File: src/design/adaptive_morse_run_decoder_unit_macros.svh
// Assertion macros shared by the decoder RTL.
// Each expects signals named clock and reset in the enclosing module.
`ifndef ADAPTIVE_MORSE_RUN_DECODER_UNIT_MACROS_SVH
`define ADAPTIVE_MORSE_RUN_DECODER_UNIT_MACROS_SVH

// same-cycle implication
`define AMRD_ASSERT_NOW(lbl, ante, cons, msg) \
   lbl: assert property (@(posedge clock) disable iff (reset) (ante) |-> (cons)) \
      else $error(msg);

// next-cycle implication
`define AMRD_ASSERT_NEXT(lbl, ante, cons, msg) \
   lbl: assert property (@(posedge clock) disable iff (reset) (ante) |=> (cons)) \
      else $error(msg);

`endif

File: src/design/amrd_pkg.sv
package amrd_pkg;

   // dit estimate limits, Q11.4 ms
   localparam logic [14:0] DIT_MIN     = 15'd80;
   localparam logic [14:0] DIT_MAX     = 15'd32000;
   localparam logic [14:0] DIT_DEFAULT = 15'd960;

   // operation codes
   localparam logic [1:0] OP_RUN     = 2'd0;
   localparam logic [1:0] OP_FINISH  = 2'd1;
   localparam logic [1:0] OP_RESTART = 2'd2;

   // register indexes
   localparam logic [1:0] CSR_INITIAL_DIT  = 2'd0;
   localparam logic [1:0] CSR_ALPHA_NORMAL = 2'd1;
   localparam logic [1:0] CSR_ALPHA_WARMUP = 2'd2;
   localparam logic [1:0] CSR_WARMUP_MARKS = 2'd3;

   // divide by 3 as multiply by ceil(2^21 / 3), exact below 2^21
   localparam logic [19:0] RECIP_3     = 20'd699051;
   localparam int          RECIP_SHIFT = 21;
   localparam logic [9:0]  ROUND_BIAS  = 10'd384;

   typedef enum logic [1:0] {
      UPD_IDLE,
      UPD_MUL_C,
      UPD_RECIP,
      UPD_FINISH
   } upd_state_type;

   typedef struct packed {
      logic        start;
      logic        warm;
      logic        dah;
      logic [14:0] dit;
      logic [7:0]  alpha;
      logic [15:0] duration;
   } upd_req_type;

   typedef struct packed {
      logic        busy;
      logic        done;
      logic [14:0] dit;
   } upd_rsp_type;

   function automatic logic [14:0] clamp_dit(input logic [18:0] v);
      logic [14:0] r;
      if (v < {4'b0, DIT_MIN}) begin
         r = DIT_MIN;
      end else if (v > {4'b0, DIT_MAX}) begin
         r = DIT_MAX;
      end else begin
         r = v[14:0];
      end
      return r;
   endfunction

   function automatic logic [14:0] start_dit(input logic [14:0] v);
      logic [14:0] r;
      if (v == 15'd0) begin
         r = DIT_DEFAULT;
      end else begin
         r = clamp_dit({4'b0, v});
      end
      return r;
   endfunction

endpackage

File: src/design/amrd_dit_update.sv
`include "adaptive_morse_run_decoder_unit_macros.svh"

module amrd_dit_update (
   input  logic                  clock,
   input  logic                  reset,
   input  amrd_pkg::upd_req_type upd_req,
   input  logic [15:0]           shortest_mark,
   output amrd_pkg::upd_rsp_type upd_rsp
);
   import amrd_pkg::*;

   upd_state_type state_ff, state_in;
   logic [39:0]   acc_ff, acc_in;
   logic [7:0]    alpha_ff, alpha_in;
   logic [17:0]   c3_ff, c3_in;
   logic          warm_ff, warm_in;

   // shared multiplier
   logic [19:0] mul_a, mul_b;
   logic [39:0] mul_p;

   logic [16:0] dit3;
   logic [17:0] c3_new;
   logic [18:0] quo;
   logic [14:0] est_avg;
   logic [16:0] half_sum;
   logic [14:0] est_half;

   assign mul_p = {20'b0, mul_a} * {20'b0, mul_b};

   assign dit3   = {2'b0, upd_req.dit} + {1'b0, upd_req.dit, 1'b0};
   assign c3_new = upd_req.dah ? {2'b0, upd_req.duration}
                               : {2'b0, upd_req.duration} + {1'b0, upd_req.duration, 1'b0};

   assign quo      = acc_ff[RECIP_SHIFT +: 19];
   assign est_avg  = clamp_dit(quo);
   assign half_sum = {2'b0, est_avg} + {1'b0, shortest_mark} + 17'd1;
   assign est_half = clamp_dit({3'b0, half_sum[16:1]});

   always_ff @(posedge clock) begin
      if (reset) begin
         state_ff <= UPD_IDLE;
      end else begin
         state_ff <= state_in;
      end
      acc_ff   <= acc_in;
      alpha_ff <= alpha_in;
      c3_ff    <= c3_in;
      warm_ff  <= warm_in;
   end

   always_comb begin
      state_in    = state_ff;
      acc_in      = acc_ff;
      alpha_in    = alpha_ff;
      c3_in       = c3_ff;
      warm_in     = warm_ff;
      mul_a       = '0;
      mul_b       = '0;
      upd_rsp.busy = (state_ff != UPD_IDLE);
      upd_rsp.done = 1'b0;
      upd_rsp.dit  = est_avg;
      unique case (state_ff)
         UPD_IDLE: begin
            // old-estimate term: 3E * (256 - a)
            mul_a = {3'b0, dit3};
            mul_b = {11'b0, 9'd256 - {1'b0, upd_req.alpha}};
            if (upd_req.start) begin
               acc_in   = mul_p;
               alpha_in = upd_req.alpha;
               c3_in    = c3_new;
               warm_in  = upd_req.warm;
               state_in = UPD_MUL_C;
            end
         end
         UPD_MUL_C: begin
            mul_a    = {2'b0, c3_ff};
            mul_b    = {12'b0, alpha_ff};
            acc_in   = acc_ff + mul_p + {30'b0, ROUND_BIAS};
            state_in = UPD_RECIP;
         end
         UPD_RECIP: begin
            // sum / 768 = (sum >> 8) / 3
            mul_a    = {1'b0, acc_ff[26:8]};
            mul_b    = RECIP_3;
            acc_in   = mul_p;
            state_in = UPD_FINISH;
         end
         UPD_FINISH: begin
            upd_rsp.done = 1'b1;
            // warmup: pull halfway toward the shortest mark
            if (warm_ff && ({1'b0, est_avg} > shortest_mark)) begin
               upd_rsp.dit = est_half;
            end
            state_in = UPD_IDLE;
         end
      endcase
   end

   `AMRD_ASSERT_NEXT(a_start_runs, upd_req.start && state_ff == UPD_IDLE,
      state_ff == UPD_MUL_C, "update did not advance after start")
   `AMRD_ASSERT_NEXT(a_recip_done, state_ff == UPD_RECIP,
      upd_rsp.done, "update did not finish after reciprocal step")
   `AMRD_ASSERT_NOW(a_done_range, upd_rsp.done,
      upd_rsp.dit >= DIT_MIN && upd_rsp.dit <= DIT_MAX, "new estimate out of range")

endmodule

File: src/design/adaptive_morse_run_decoder_unit.sv
// Adaptive Morse run decoder.
// req channel: one transaction per timed run or command. req_tuser carries the
// operation (run, finish, restart) and the mark flag, req_tdata the run length
// in Q12.4 ms. rsp channel: one transaction per completed letter with its
// dit/dah pattern, length, word-space flag and the current dit estimate.
// csr port: write-only registers, taken at any edge with csr_we high; write
// them only while the block is idle. initial_dit takes effect on restart.
// Timing: a space or finish that closes a letter shows the letter on rsp in the
// cycle after acceptance. A mark's update starts at acceptance and runs three steps
// of the shared multiplier (old-estimate term, new-mark term, divide by 768
// through a reciprocal multiply), and no new request is taken until it is through;
// spaces, finish and restart are taken one per cycle while no update runs and rsp is not stalled.
// A stalled rsp holds its letter; req_tready drops until the letter drains.
// Reset restores register defaults, the 60 ms estimate and clears the letter.
`include "adaptive_morse_run_decoder_unit_macros.svh"

module adaptive_morse_run_decoder_unit #(
   parameter int MAX_SYMBOLS = 8
) (
   input  logic        clock,
   input  logic        reset,
   input  logic        req_tvalid,
   output logic        req_tready,
   input  logic [15:0] req_tdata,  // [15:0] duration
   input  logic [2:0]  req_tuser,  // [1:0] op, [2] is_mark
   output logic        rsp_tvalid,
   input  logic        rsp_tready,
   output logic [31:0] rsp_tdata,  // [0] space_before, [8:1] pattern_bits,
                                   // [12:9] pattern_len, [27:13] dit_now, zero above
   input  logic        csr_we,
   input  logic [1:0]  csr_index,
   input  logic [14:0] csr_wdata
);
   import amrd_pkg::*;

   localparam int STORE_CAP = (MAX_SYMBOLS < 8) ? MAX_SYMBOLS : 8;

   logic [14:0] cfg_initial_dit_ff;
   logic [7:0]  cfg_alpha_normal_ff;
   logic [7:0]  cfg_alpha_warmup_ff;
   logic [3:0]  cfg_warmup_marks_ff;

   logic [14:0] dit_ff, dit_in;
   logic [7:0]  store_ff, store_in;
   logic [3:0]  count_ff, count_in;
   logic        sent_ff, sent_in;
   logic        owed_ff, owed_in;
   logic [3:0]  marks_ff, marks_in;
   logic [15:0] shortest_ff, shortest_in;
   logic        rsp_valid_ff, rsp_valid_in;
   logic [27:0] rsp_data_ff, rsp_data_in;

   upd_req_type upd_req;
   upd_rsp_type upd_rsp;

   logic        accept;
   logic [1:0]  op;
   logic        is_mark;
   logic [15:0] duration;
   logic [16:0] twice_dit;
   logic [17:0] five_dit;
   logic        long_run;
   logic        word_run;
   logic        warm;

   assign op       = req_tuser[1:0];
   assign is_mark  = req_tuser[2];
   assign duration = req_tdata;

   assign req_tready = !upd_rsp.busy && (!rsp_valid_ff || rsp_tready);
   assign accept     = req_tvalid && req_tready;

   assign twice_dit = {1'b0, dit_ff, 1'b0};
   assign five_dit  = {1'b0, dit_ff, 2'b0} + {3'b0, dit_ff};
   assign long_run  = {1'b0, duration} >= twice_dit;
   assign word_run  = {2'b0, duration} >= five_dit;
   assign warm      = marks_ff < cfg_warmup_marks_ff;

   assign rsp_tvalid = rsp_valid_ff;
   assign rsp_tdata  = {4'b0, rsp_data_ff};

   always_comb begin
      upd_req.start    = accept && (op == OP_RUN) && is_mark && (duration != 16'd0);
      upd_req.warm     = warm;
      upd_req.dah      = long_run;
      upd_req.dit      = dit_ff;
      upd_req.alpha    = warm ? cfg_alpha_warmup_ff : cfg_alpha_normal_ff;
      upd_req.duration = duration;
   end

   amrd_dit_update u_update (
      .clock         (clock),
      .reset         (reset),
      .upd_req       (upd_req),
      .shortest_mark (shortest_ff),
      .upd_rsp       (upd_rsp)
   );

   always_ff @(posedge clock) begin
      if (reset) begin
         cfg_initial_dit_ff  <= DIT_DEFAULT;
         cfg_alpha_normal_ff <= 8'd38;
         cfg_alpha_warmup_ff <= 8'd115;
         cfg_warmup_marks_ff <= 4'd6;
      end else if (csr_we) begin
         unique case (csr_index)
            CSR_INITIAL_DIT:  cfg_initial_dit_ff  <= csr_wdata;
            CSR_ALPHA_NORMAL: cfg_alpha_normal_ff <= csr_wdata[7:0];
            CSR_ALPHA_WARMUP: cfg_alpha_warmup_ff <= csr_wdata[7:0];
            CSR_WARMUP_MARKS: cfg_warmup_marks_ff <= csr_wdata[3:0];
         endcase
      end
   end

   always_ff @(posedge clock) begin
      if (reset) begin
         dit_ff       <= DIT_DEFAULT;
         store_ff     <= '0;
         count_ff     <= '0;
         sent_ff      <= 1'b0;
         owed_ff      <= 1'b0;
         marks_ff     <= '0;
         shortest_ff  <= '0;
         rsp_valid_ff <= 1'b0;
      end else begin
         dit_ff       <= dit_in;
         store_ff     <= store_in;
         count_ff     <= count_in;
         sent_ff      <= sent_in;
         owed_ff      <= owed_in;
         marks_ff     <= marks_in;
         shortest_ff  <= shortest_in;
         rsp_valid_ff <= rsp_valid_in;
      end
      rsp_data_ff <= rsp_data_in;
   end

   always_comb begin
      logic emit;
      emit         = 1'b0;
      dit_in       = upd_rsp.done ? upd_rsp.dit : dit_ff;
      store_in     = store_ff;
      count_in     = count_ff;
      sent_in      = sent_ff;
      owed_in      = owed_ff;
      marks_in     = marks_ff;
      shortest_in  = shortest_ff;
      rsp_valid_in = rsp_valid_ff && !rsp_tready;
      rsp_data_in  = rsp_data_ff;

      if (accept) begin
         case (op)
            OP_RUN: begin
               if (duration != 16'd0) begin
                  if (is_mark) begin
                     if (warm) begin
                        marks_in = marks_ff + 4'd1;
                     end
                     if (shortest_ff == 16'd0 || duration < shortest_ff) begin
                        shortest_in = duration;
                     end
                     // drop symbols beyond the store
                     if (count_ff < 4'(STORE_CAP)) begin
                        store_in = store_ff | (8'(long_run) << count_ff[2:0]);
                        count_in = count_ff + 4'd1;
                     end
                  end else if (long_run) begin
                     emit = 1'b1;
                  end
               end
            end
            OP_FINISH: emit = 1'b1;
            OP_RESTART: begin
               dit_in      = start_dit(cfg_initial_dit_ff);
               store_in    = '0;
               count_in    = '0;
               sent_in     = 1'b0;
               owed_in     = 1'b0;
               marks_in    = '0;
               shortest_in = '0;
            end
            default: ;
         endcase

         if (emit && count_ff != 4'd0) begin
            rsp_valid_in = 1'b1;
            rsp_data_in  = {dit_ff, count_ff, store_ff, owed_ff && sent_ff};
            owed_in      = 1'b0;
            sent_in      = 1'b1;
            store_in     = '0;
            count_in     = '0;
         end
         // owe the word space after the letter closes
         if (op == OP_RUN && !is_mark && duration != 16'd0 && word_run) begin
            owed_in = 1'b1;
         end
      end
   end

   `AMRD_ASSERT_NOW(a_dit_range, 1'b1,
      dit_ff >= DIT_MIN && dit_ff <= DIT_MAX, "dit estimate out of range")
   `AMRD_ASSERT_NOW(a_count_cap, 1'b1,
      count_ff <= 4'(STORE_CAP), "symbol count beyond store")
   `AMRD_ASSERT_NOW(a_letter_len, rsp_valid_ff,
      rsp_data_ff[12:9] != 4'd0, "empty letter on rsp")

endmodule
File: config.mk
export PLATFORM = sky130hd
export DESIGN_NAME = adaptive_morse_run_decoder_unit
export DESIGN_NICKNAME = d
export VERILOG_FILES = /design/src/design/amrd_pkg.sv /design/src/design/amrd_dit_update.sv /design/src/design/adaptive_morse_run_decoder_unit.sv
export VERILOG_INCLUDE_DIRS = /design/src /design/src/design
export SDC_FILE = /design/constraint.sdc
export NUM_CORES = 1
export LEC_CHECK = 0
export ABC_AREA = 1
export BUFFER_PORTS_ARGS = -buffer_cell sky130_fd_sc_hd__buf_2
export CAP_MARGIN = 20
export CORE_MARGIN = 2
export CORE_UTILIZATION = 40
export DETAILED_ROUTE_END_ITERATION = 7
export PLACE_DENSITY = 0.64
export SYNTH_ARGS = -nofsm -noshare
export SYNTH_HDL_FRONTEND = slang
export SYNTH_SLANG_ARGS = --single-unit
File: constraint.sdc
create_clock -name clock -period 8.25 [get_ports clock]
set_clock_uncertainty 0.15 [all_clocks]
set_input_delay 1.2375 -clock clock [delete_from_list [all_inputs] [get_ports clock]]
set_output_delay 1.2375 -clock clock [all_outputs]
set_load 0.03 [all_outputs]
==> flow_summary.toml, run 1 <==
[status]
status = "finished, violations left"
violations = "negative setup slack"

[detailed_routing]
first_pass_iters = 6
wl_um = 87800
wire_per_inst_um = 18.0
drt_iter0_drc = 1749
viasPerCell = 5.12
vias = 25000
drcViolationCount = 0
ant_nets = 0

[grt]
grt_use_total_pct = 26.4
grt_pass1_vias = 24500
grt_pass1_wl_um = 133000
grt_max_degree = 58
antenna_found_initial = 0
grt_overflow_total = 0

[final_layout]
final_net_count = 4644
stdcell_area_mm2 = 0.0347
multiInputGateArea_mm2 = 0.0208
regArea_mm2 = 0.00461
drive_gt1_share_pct = 30.3
insertedDiodeCount = 0
fin_util_pct = 55.3
fin_cells = 4889
nFillCells = 5666
syn2layout_area_growth_pct = 37.3

[synth]
ys_seq_elements = 182
synth_cell_types = 59
ys_seq_area_share_pct = 18.2
yosys_warnings = 0
synth_edf_count = 95
yosys-top-cells-area = "ha_1, fa_1, edfxtp_1, nand2_1, inv_1"
synth_ff_type = "edfxtp_1"
ys_async_sr_fraction_pct = 0
avgSynthCellArea_um2 = 7.44
synth_largest_area_cell = "ha_1"
yosys.area.top_type_share_pct = 17.9
syn_inst = 3392
syn-cell-area_mm2 = 0.0253

[floorplanning]
die_area_mm2 = 0.0652
io_pins = 75
core-area_mm2 = 0.0627
fp.dieW_um = 255
rows = 92
fp.dieH_um = 255
start_util_pct = 40.2

[critical_path]
path_max_fanout = 6
critPathKind = "reg2reg"
rr_startpoint = "cfg_warmup_marks_ff[1]"
ff2ff_setup_slack_ns = -0.99
critPathLaunchType = "flop"
crit_path_end = "u_update.acc_ff[33]"
cp.arrival_ns = 9.30
crit_family = "adder cells"
worst-path-buf-inv = 11
worstPathRequired_ns = 8.31
crit_cells = 50
crit_path_max_incr_delay_ns = 0.56
r2r-end = "u_update.acc_ff[33]"
r2r_cells = 50
crit_slowest_cell = "fa_1"
cp-end-kind = "flop"
critPathLaunch = "cfg_warmup_marks_ff[1]"
critPathMostFrequentCell = "fa_1"

[hold_path]
hp-start = "store_ff[1]"
min_path_type = "reg2reg"

[run]
maxCapViolCount = 0

[timing]
rsz0062_at_grt = "yes"
slew_headroom_pct = 34.8
tns_ns = -20.16
setup_viol = 30
finalCriticalPeriod_ns = 9.24
period_share_pct = 112
final-max-slew-violation-count = 0
fmax_ghz = 0.108
tightest_slew_ns = 0.977
final_hold_viol_count = 0
fin_ws_ns = -0.989

[place]
gp_congestion = 0.954
dp_cells = 4769
port_buffers = 70
dpl_cell_area_mm2 = 0.0310
hpwlAfterDp_um = 69700

[clock_tree]
ctsHoldBuffers = 0
htreeDepth = 4
cts-root-buf = "clkbuf_16"
clk_pin_slew_worst_paths_ns = 0.08
cts.sinks = 182
clk_latency_ns = 0.47
cts_buffer_depth = 2
cts_tree = "built"
cts_buffers = 17
## cell usage in the layout (no fill, tap or decap), drive strengths merged, types with 3 or more instances in the layout
master   count
buf        670
inv        668
nand2      665
nor2       367
ha         361
a21oi      241
fa         212
o21ai      210
nand3      135
edfxtp      95
dfxtp       87
xor2        52
xnor2       33
nor3        28
a31oi       27
nand4       26
a21o        21
clkbuf      21
nor4        20
o211ai      16
a22o        10
o21bai      10
or2          8
clkinv       8
o221ai       7
a21boi       7
o2111ai      6
o21a         5
conb         4
a211oi       4
o31ai        3
nand3b       3
## state kept, by name, indices dropped and copies added (netlist names), 2 cells and up
signal               flops
u_update.acc_ff         40
rsp_data_ff             28
u_update.c3_ff          18
shortest_ff             16
cfg_initial_dit_ff      15
dit_ff                  15
cfg_alpha_normal_ff      8
cfg_alpha_warmup_ff      8
store_ff                 8
u_update.alpha_ff        8
cfg_warmup_marks_ff      4
count_ff                 4
marks_ff                 4
u_update.state_ff        2
## area by class of cell
type | count | area share [%]
clock inverter | 14 | 0.491
sequential | 182 | 13.3
clock buffer | 18 | 1.24
inverter | 664 | 7.26
timing repair buffer | 673 | 14.6
tap | 846 | 3.05
multi-input combinational | 2492 | 60.0
## through the flow
step	setup slack, ns	hold WS, ns
6_report	-0.989	0.288
2_1_floorplan	-0.0714	0.258
3_5_place_dp	-1.34	0.274
4_1_cts	-0.863	0.288
5_1_grt	-1.38	0.300
3_3_place_gp	-1.35	0.263
## cells by family (layout without fill, tap and decap cells)
family,after synthesis,after routing,share of synthesized area [%]
compound gates,575,575,12.8
xor+xnor,85,85,2.95
fa+ha+maj,573,573,34.7
buf+inv,721,1369,11.0
flops,182,182,18.2
mux,1,1,0.0396
other cells,1,4,0.0149
simple gates,1254,1254,20.4
## cell usage after synthesis, types with 2 or more instances
library cell / instances
a21oi_2: 2
nor2_1: 353
o31ai_1: 3
dfxtp_1: 87
xnor2_1: 33
o211ai_1: 16
a31oi_1: 27
nand3b_1: 3
nand3_1: 134
o21ai_1: 25
nor3_1: 26
inv_1: 642
nand4_1: 25
fa_1: 212
or2_2: 5
buf_2: 4
inv_2: 17
o21ai_0: 181
buf_1: 6
or2_1: 2
o22ai_1: 2
ha_1: 361
clkbuf_1: 36
xor2_1: 52
nor2_2: 14
o221ai_1: 7
nor4_1: 20
o21ai_2: 3
edfxtp_1: 95
nand2_1: 658
a21oi_1: 239
clkinv_1: 5
buf_6: 4
a21o_1: 21
o21a_1: 5
a211oi_1: 4
o2111ai_1: 6
a21boi_0: 6
a22o_1: 10
buf_4: 7
o21bai_1: 10
nand2_2: 7
## worst register-to-register path, delay by kind of cell, from the launching register on
family	cells	cell delay, ns
simple gates	17	1.54
fa+ha+maj	10	4.03
flops	1	0.33
compound gates	11	1.63
buf+inv	11	1.16
xor+xnor	1	0.16
## worst min-delay path by stage
stage,endpoint,slack [ns],depth (start not counted)
floorplan,rsp_data_ff[1],0.26,0
finish,rsp_data_ff[2],0.29,0
CTS,rsp_data_ff[2],0.29,0
global route,rsp_data_ff[1],0.30,0
global placement,rsp_data_ff[5],0.26,0
detailed placement,rsp_data_ff[1],0.27,0
## metal layers
metal | part of all wire, % | GRT usage (%)
met3 | 5.7 | 2.79
met2 | 47 | 44.8
met1 | 44 | 35.6
met4 | 3.2 | 7.22
met5 | 0 | 0
## timing repair
item / CTS / global route
cloned: 0 / 2
resized for setup: 216 / 306
buffers inserted: 35 / 52
endpoints found under the setup margin: 32 / 34
pin swaps: 51 / 189
Power of run 1 is not shown: default switching activity piles up to over one toggle a cycle in this logic, so the estimate is an artifact.
==> run 2: changes to the inputs <==
Settings changed: SYNTH_HIERARCHICAL from default to 1.
==> run 2 against run 1 <==
  * The run still ends with negative setup slack left
  * First-iteration DRC count is 17% higher
  * Critical path depth increased by 1
  * Cell count rose by 3.0%
  * Die area up 2.4%
  * Sequential share of layout area down 0.32 points
  * Worst setup slack worse by 0.052 ns
  * Routed wire length is 2.5% higher
  * Non-clock buffer count shrank 35
  * Critical path type unchanged
  * Critical endpoint is now u_update/acc_ff[28]
  * Largest cell class unchanged
==> flow_summary.toml, run 2 <==
[status]
status = "finished, violations left"
violations = "negative setup slack"

[critical_path]
rr_startpoint = "cfg_warmup_marks_ff[1]"
r2r_cells = 51
ff2ff_setup_slack_ns = -1.04
critPathLaunch = "cfg_warmup_marks_ff[1]"
crit_path_max_incr_delay_ns = 0.54
cp.arrival_ns = 9.40
crit_path_end = "u_update/acc_ff[28]"
cp-end-kind = "flop"
critPathLaunchType = "flop"
r2r-end = "u_update/acc_ff[28]"
critPathKind = "reg2reg"
crit_slowest_cell = "fa_1"
path_max_fanout = 8
worstPathRequired_ns = 8.36

[final_layout]
regArea_mm2 = 0.00460
fin_cells = 5037
layout_commonest_cell = "inv_1"
multiInputGateArea_mm2 = 0.0216
insertedDiodeCount = 0
final_net_count = 4778
largest_register_ffs = 40
nFillCells = 5986
drive_gt1_share_pct = 29.6
reg_top3 = "u_update/acc_ff: 40 flops, rsp_data_ff: 28 flops, u_update/c3_ff: 18 flops"
layout_common_cells = "inv_1, nand2_1, buf_4, nor2_1, ha_1"
largest-register = "u_update/acc_ff"
syn2layout_area_growth_pct = 36.9
fin_util_pct = 55.1

[floorplanning]
rows = 93
io_pins = 75
core-area_mm2 = 0.0642
fp.dieW_um = 258
start_util_pct = 40.3
die_area_mm2 = 0.0667
fp.dieH_um = 258

[run]
maxCapViolCount = 0

[detailed_routing]
first_pass_iters = 6
viasPerCell = 5.17
drt_iter0_drc = 2048
wl_met2_um = 42900
wl_met1_um = 38700
drcViolationCount = 0
highest_layer = "met5"
met3_length_um = 4230
wire_per_inst_um = 17.9
wl_um = 90000
vias = 26000
ant_nets = 0

[hold_path]
min_path_type = "reg2reg"

[synth]
yosysMostFrequentCell = "nand2_1"
syn-cell-area_mm2 = 0.0259
syn_inst = 3565
synth_common_cells = "nand2_1, inv_1, nor2_1"
ys_async_sr_fraction_pct = 0
yosys-top-cells-area = "ha_1, fa_1, edfxtp_1, nand2_1, inv_1"
synth_ff_type = "edfxtp_1"
synth_cell_types = 57
ys_seq_elements = 182
synth_edf_count = 95
ys_seq_area_share_pct = 17.8
synth_largest_area_cell = "ha_1"
avgSynthCellArea_um2 = 7.26
yosys_warnings = 6
yosys.area.top_type_share_pct = 17.2

[timing]
rsz0062_at_grt = "yes"
slew_headroom_pct = 33.8
final-max-slew-violation-count = 0
fmax_ghz = 0.108
period_share_pct = 113
finalCriticalPeriod_ns = 9.29
tightest_slew_ns = 0.985
fin_ws_ns = -1.04
setup_viol = 29
final_hold_viol_count = 0

[grt]
grt_overflow_total = 0
grt_pass1_vias = 25700
grt_max_degree = 52
grt_pass1_wl_um = 139000
antenna_found_initial = 2
grt_use_total_pct = 26.7

[place]
hpwlAfterDp_um = 72900
port_buffers = 70
dp_cells = 4921
gp_congestion = 0.966

[clock_tree]
cts_buffer_depth = 2
cts_tree = "built"
cts_buffers = 17
clk_latency_ns = 0.51
cts-root-buf = "clkbuf_16"
clk_pin_slew_worst_paths_ns = 0.09
htreeDepth = 4
cts.sinks = 182
## run 2: cell count changes after synthesis, sizes merged, moves of 9 or more
cell / delta
nand2: +66
inv: +42
nand3: +39
xor2: -13
nor2: +12
or2: +12
a21oi: +11
and2: +10
o21bai: +10
o22ai: +9
xnor2: -9
## run 2: cell families after synthesis
kind of cell	synth area share [%]
simple gates	22.6
buf+inv	11.2
compound gates	12.7
fa+ha+maj	33.6
flops	17.8
xor+xnor	2.13
other cells	0.0145
## run 2: worst max-delay path, delay by kind of cell (launching register included)
family | cells | cell delay [ns]
adders and majority gates | 11 | 4.18
and+or+nand+nor | 15 | 1.50
DFF | 1 | 0.33
xor gates and xnor gates | 2 | 0.28
buffers and inverters | 15 | 1.35
AOI/OAI and AO/OA | 8 | 1.24
## run 2: area by class of cell
type,count,share of cell area (%)
Inverter,705,7.57
Clock buffer,18,1.21
Timing Repair Buffer,638,13.8
Timing Repair inverter,1,0.0141
Sequential cell,182,13.0
Tap cell,855,3.02
Clock inverter,14,0.487
Multi-Input combinational cell,2624,60.9
## run 2: worst min path at each step
stage / startpoint / endpoint / cells past startpoint
detailed placement: store_ff[4] / rsp_data_ff[5] / 0
CTS: count_ff[3] / rsp_data_ff[12] / 0
global placement: count_ff[3] / rsp_data_ff[12] / 0
floorplan: count_ff[2] / rsp_data_ff[11] / 0
finish: store_ff[0] / rsp_data_ff[1] / 0
global route: store_ff[6] / rsp_data_ff[7] / 0
## run 2: routing by layer
metal,vias to the layer above,global-route usage (%)
met3,194,3.69
li1,12700,-
met5,-,0
met2,718,45.8
met4,2,11.1
met1,12400,33.8
## run 2: repair_timing
item,4_1_cts,5_1_grt
hold buffers,0,0
gates cloned,0,1
gates resized for setup,279,285
endpoints found under the setup margin,33,34
setup buffers,39,46
hold endpoints to repair,0,0
pin swaps,153,177
## run 2: per-stage QoR
step / setup TNS, ns / worst slack, ns / hold WS, ns / area, µm²
floorplan: -5.15 / -0.433 / 0.253 / 26800
global route: -34.88 / -1.52 / 0.310 / 35400
detailed placement: -35.44 / -1.42 / 0.279 / 31700
global placement: -31.75 / -1.31 / 0.265 / 31700
CTS: -22.82 / -1.04 / 0.297 / 33900
finish: -22.28 / -1.04 / 0.299 / 35400
Power of run 2 is left out for the same reason.
